### src/design/jss_pkg.sv
// ----------------------------------------------------------------------------
// jss_pkg
// Shared types and constants of the Jacobi stencil sweep block.
// ----------------------------------------------------------------------------
package jss_pkg;

   localparam int VALUE_W    = 32;   // signed Q8.24 solution and source values
   localparam int SPACING_W  = 32;   // unsigned Q0.32 h*h
   localparam int IDX_W      = 10;   // grid_interior and output indices
   localparam int REQ_DATA_W = 64;   // old_value, source_value
   localparam int RSP_DATA_W = 56;   // new_value, row_index, column_index, pad
   localparam int CSR_IDX_W  = 4;
   localparam int FIFO_DEPTH = 4;

   localparam logic [IDX_W-1:0]     GRID_INTERIOR_RESET   = 10'd1022;
   localparam logic [SPACING_W-1:0] SPACING_SQUARED_RESET = 32'd65281;

   typedef enum logic [CSR_IDX_W-1:0] {
      CSR_GRID_INTERIOR   = 4'd0,
      CSR_SPACING_SQUARED = 4'd1
   } csr_index_type;

   // One line store word: the two previous rows of u and the previous row of f.
   typedef struct packed {
      logic signed [VALUE_W-1:0] older;
      logic signed [VALUE_W-1:0] newer;
      logic signed [VALUE_W-1:0] source;
   } line_word_type;

   // Bookkeeping that travels with a point down the pipeline.
   typedef struct packed {
      logic             emit;
      logic             last;
      logic [IDX_W-1:0] row;
      logic [IDX_W-1:0] col;
   } stencil_meta_type;

   typedef struct packed {
      logic                      last;
      logic [IDX_W-1:0]          col;
      logic [IDX_W-1:0]          row;
      logic signed [VALUE_W-1:0] value;
   } result_type;

endpackage

### src/design/jss_stencil_datapath.sv
// ----------------------------------------------------------------------------
// jss_stencil_datapath
// Two-stage arithmetic: h2*f product and neighbour sum, then round and saturate.
// ----------------------------------------------------------------------------
module jss_stencil_datapath (
   input  logic                                   clock,
   input  logic                                   reset,
   input  logic                                   in_valid,
   input  jss_pkg::stencil_meta_type              in_meta,
   input  logic signed [jss_pkg::VALUE_W-1:0]     source,
   input  logic [jss_pkg::SPACING_W-1:0]          spacing,
   input  logic signed [jss_pkg::VALUE_W-1:0]     up,
   input  logic signed [jss_pkg::VALUE_W-1:0]     left,
   input  logic signed [jss_pkg::VALUE_W-1:0]     down,
   input  logic signed [jss_pkg::VALUE_W-1:0]     right,
   output logic                                   busy,
   output logic                                   res_valid,
   output jss_pkg::result_type                    res_data
);
   import jss_pkg::*;

   localparam int SUM_W  = VALUE_W + 2;
   localparam int PROD_W = 2 * VALUE_W;
   localparam int ACC_W  = SUM_W + 3;

   logic                     s2_valid_ff;
   stencil_meta_type         s2_meta_ff;
   logic signed [PROD_W-1:0] prod_ff;
   logic signed [PROD_W-1:0] prod_in;
   logic signed [SUM_W-1:0]  nsum_ff;
   logic signed [SUM_W-1:0]  nsum_in;
   logic signed [PROD_W:0]   prod_full;
   logic signed [PROD_W-1:0] prod_shifted;
   logic signed [ACC_W-1:0]  acc;
   logic signed [ACC_W-5:0]  rounded;
   logic signed [VALUE_W-1:0] saturated;

   // The spacing is unsigned, so it enters the signed product with a zero on top.
   always_comb begin
      prod_full = source * $signed({1'b0, spacing});
      prod_in   = prod_full[PROD_W-1:0];
      nsum_in   = {{2{up[VALUE_W-1]}}, up} + {{2{left[VALUE_W-1]}}, left}
                + {{2{down[VALUE_W-1]}}, down} + {{2{right[VALUE_W-1]}}, right};
   end

   always_ff @(posedge clock) begin
      if (reset) begin
         s2_valid_ff <= 1'b0;
      end else begin
         s2_valid_ff <= in_valid;
      end
      s2_meta_ff <= in_meta;
      prod_ff    <= prod_in;
      nsum_ff    <= nsum_in;
   end

   // floor((P/2^30 + 4*sum + 8) / 16), rounding to nearest with ties upward.
   always_comb begin
      prod_shifted = prod_ff >>> 30;
      acc = prod_shifted[ACC_W-1:0]
          + {nsum_ff[SUM_W-1], nsum_ff, 2'b00}
          + ACC_W'(8);
      rounded = acc[ACC_W-1:4];
      if (rounded[ACC_W-5:VALUE_W-1] == '0 || rounded[ACC_W-5:VALUE_W-1] == '1) begin
         saturated = rounded[VALUE_W-1:0];
      end else if (rounded[ACC_W-5]) begin
         saturated = {1'b1, {(VALUE_W-1){1'b0}}};
      end else begin
         saturated = {1'b0, {(VALUE_W-1){1'b1}}};
      end
   end

   assign busy           = s2_valid_ff;
   assign res_valid      = s2_valid_ff & s2_meta_ff.emit;
   assign res_data.last  = s2_meta_ff.last;
   assign res_data.col   = s2_meta_ff.col;
   assign res_data.row   = s2_meta_ff.row;
   assign res_data.value = saturated;

endmodule

### config.mk
export PLATFORM = sky130hd
export DESIGN_NAME = jss_stencil_datapath
export DESIGN_NICKNAME = d
export VERILOG_FILES = /design/src/design/jss_pkg.sv /design/src/design/jss_stencil_datapath.sv
export SDC_FILE = /design/constraint.sdc
export NUM_CORES = 2
export LEC_CHECK = 0
export ABC_AREA = 1
export BUFFER_PORTS_ARGS = -buffer_cell sky130_fd_sc_hd__clkbuf_2
export CAP_MARGIN = 5
export CORE_MARGIN = 2
export CORE_UTILIZATION = 45
export DETAILED_ROUTE_END_ITERATION = 8
export PLACE_DENSITY = 0.68
export SETUP_SLACK_MARGIN = 0.05
export SLEW_MARGIN = 20
export SYNTH_ARGS = -nofsm -noshare
export SYNTH_HDL_FRONTEND = slang
export SYNTH_SLANG_ARGS = --single-unit
### constraint.sdc
create_clock -name clock -period 7.4 [get_ports clock]
set_input_delay 0.74 -clock clock [delete_from_list [all_inputs] [get_ports clock]]
set_output_delay 0.74 -clock clock [all_outputs]
set_load 0.01 [all_outputs]
==> flow_summary_export.csv <==
group,metric,value,unit
worst_setup_path,startpoint_type,"primary input",
routing,viasPerCell,4.899,
routing,vias,35630,
sta,slew_headroom,53.08,%
cts,cts_tree,"yes",
cts,cts_max_path_buffers,2,
finish,drive_gt1_share,9.238,%
global_route,grt_pass1_wl,204000,microns
logic_synthesis,netlist.top_cell.by_area,"fa_1",
logic_synthesis,yosys.cell_types.count,34,
finish,n_antenna_cell,0,
flow_run,drv_cap,0,
sta,period_share,96.13,%
worst_setup_path,crit_type,"primary input to flop",
global_route,overflow,0,
finish,fill_cells,9264,
finish,finalNetCount,7567,
sta,maxSlewViolCount,0,
sta,grt_setup_unrepaired,"no",
worst_setup_path,cp_slowest_cell,"fa_1",
sta,hold_viol,0,
worst_setup_path,critPathCaptureType,"flop",
logic_synthesis,syn_area_per_cell,7.574,sq um
die,ioPinCount,272,
logic_synthesis,synth_top_area_share,44.58,%
cts,cts.sinks,89,
sta,worst_pin_slew,0.6965,ns
logic_synthesis,postSynthCellCount,5704,
global_route,grt_pass1_vias,38110,
finish,area_growth,10.50,%
sta,min_period,7.113,ns
routing,wl,125100,microns
placed_design,numPortBuffers,271,
cts,h-tree-depth,3,
cts,cts_buffers,9,
global_route,grt_start_max_net_pins,33,
worst_setup_path,crit_fanout,10,
cts,cts_hold_buffers,0,
finish,final_common_cell,"inv_1",
global_route,grtUsageTotal,26.37,%
worst_setup_path,worst-path-buf-inv,7,
logic_synthesis,synthesis.nets,7268,
die,initial_core_util,45.47,%
placed_design,dpl.hpwl,110200,microns
worst_setup_path,crit_family,"adder cells",
sta,setup_viol,0,
worst_setup_path,critPathRequiredTime,7.65,ns
placed_design,post-place-ws,-0.1020,ns
routing,drc,0,
routing,initialDrtViolationCount,2479,
sta,timing.final.ws_setup,0.2867,ns
logic_synthesis,yosysWarnings,0,
cts,root_buffer,"clkbuf_16",
min_path,min_path_cells,1,
die,die_width,313.8,microns
die,die_height,313.8,microns
global_route,grt_antenna_before_repair,0,
finish,mostFrequentLayoutCells,"inv_1, nand2_1, fa_1",
worst_setup_path,arrival,7.36,ns
status,status,"finished, final reports clean",
min_path,holdCritStartpoint,"in_meta[20]",
worst_setup_path,max_stage_delay,0.58,ns
min_path,worstHoldEndpoint,"res_data[52]$_DFF_P_",
sta,fmax,140.6,MHz
cts,clk_pin_slew,0.07,ns
routing,drt_pre_antenna_iters,5,
worst_setup_path,cpMostUsedCell,"fa_1",
die,die_area,98500,sq um
finish,finish.utilization,50.24,%
routing,post_drt_wl_per_cell,17.20,microns
min_path,hp-class,"primary input to flop",
die,core-area,95010,sq um
placed_design,gp_congestion,0.9752,
cts,cts_setup_buffers,0,
logic_synthesis,syn-cell-area,43200,sq um
logic_synthesis,ys_seq_area_share,4.124,%
routing,postRouteAntennaNets,0,
die,rows,113,
logic_synthesis,synth_area_leaders,"fa_1, inv_1, nand2_1, ha_1, dfxtp_1",
logic_synthesis,synth-seq-cells,89,
-- sequential cells by signal, indices dropped and copies added, names as in the netlist --
name / flops
prod_ff: 32
nsum_ff: 34
res_data: 21
busy: 1
s2_meta_ff: 1
-- stage by stage --
stage / instances / hold slack [ns] / instance area [sq um] / TNS, ns
floorplan: 5704 / 0.7677 / 43200 / 0
global placement: 7257 / 0.8427 / 47440 / -0.1187
detailed placement: 7257 / 0.8439 / 47440 / -0.2687
CTS: 7273 / 0.4707 / 47730 / 0
global route: 7273 / 0.4687 / 47740 / 0
finish: 7273 / 0.4847 / 47740 / 0
-- how the worst max path moves through the flow --
stage                           start                   to  slack [ns]  cells past startpoint
after floorplan           spacing[25]  prod_ff[59]$_DFF_P_        0.68                     25
after global placement    spacing[15]  prod_ff[60]$_DFF_P_       -0.06                     27
after detailed placement  spacing[16]  prod_ff[60]$_DFF_P_       -0.10                     25
after CTS                 spacing[16]  prod_ff[60]$_DFF_P_        0.26                     25
after global routing      spacing[14]  prod_ff[60]$_DFF_P_        0.06                     27
final                       source[9]  prod_ff[56]$_DFF_P_        0.29                     26
-- what timing repair did --
| action | in CTS | in global routing |
|---|---|---|
| gates resized for setup | 0 | 7 |
| endpoints found under the setup margin | 0 | 3 |
| hold endpoints to repair | 0 | 0 |
-- Yosys cell counts --
cell and instances:
a21boi_0 7, a21boi_1 1, a21o_1 18, a21o_2 1
a21oi_1 159, a31oi_1 11, and2_1 2, and3_1 2
buf_4 21, buf_6 5, clkbuf_1 193, dfxtp_1 89
fa_1 962, ha_1 385, inv_1 1746, nand2_1 1489
nand2_2 8, nand3_1 88, nand3_2 3, nand3b_1 7
nand4_1 12, nor2_1 256, nor2_2 1, nor3_1 19
nor4_1 4, o211ai_1 6, o21a_1 10, o21ai_0 97
o21ai_1 1, o21ai_2 4, o21bai_1 20, or2_2 15
xnor2_1 19, xor2_1 43
-- kinds of logic (layout without fill, tap and decap cells) --
logic type	count (synthesis)	in the layout	synth area share [%]
simple gates	1906	1906	17.23
compound gates	335	335	4.315
fa+ha+maj	1347	1347	55.73
xor+xnor	62	62	1.257
buf+inv	1965	2269	17.34
flops	89	89	4.124
-- layer usage --
metal,global-route usage [%],vias to the layer above,part of all wire (%)
met2,46.25,1107,50
met3,2.573,228,5.6
met1,34.62,17590,41
met4,7.569,0,3.1
li1,-,16700,-
met5,0,-,0
-- cell type report --
type / count / area, sq um / share of cell area [%]
repair buffers: 507 / 3596 / 7.533
inverters: 1746 / 6554 / 13.73
clock buffers: 9 / 225.2 / 0.4718
well taps: 1265 / 1583 / 3.316
multi-input cells: 3650 / 33930 / 71.07
clock inverters: 7 / 72.57 / 0.1520
flip-flops and latches: 89 / 1782 / 3.732
Power is not shown: default switching activity piles up to over one toggle a cycle in this logic, so the estimate is an artifact.
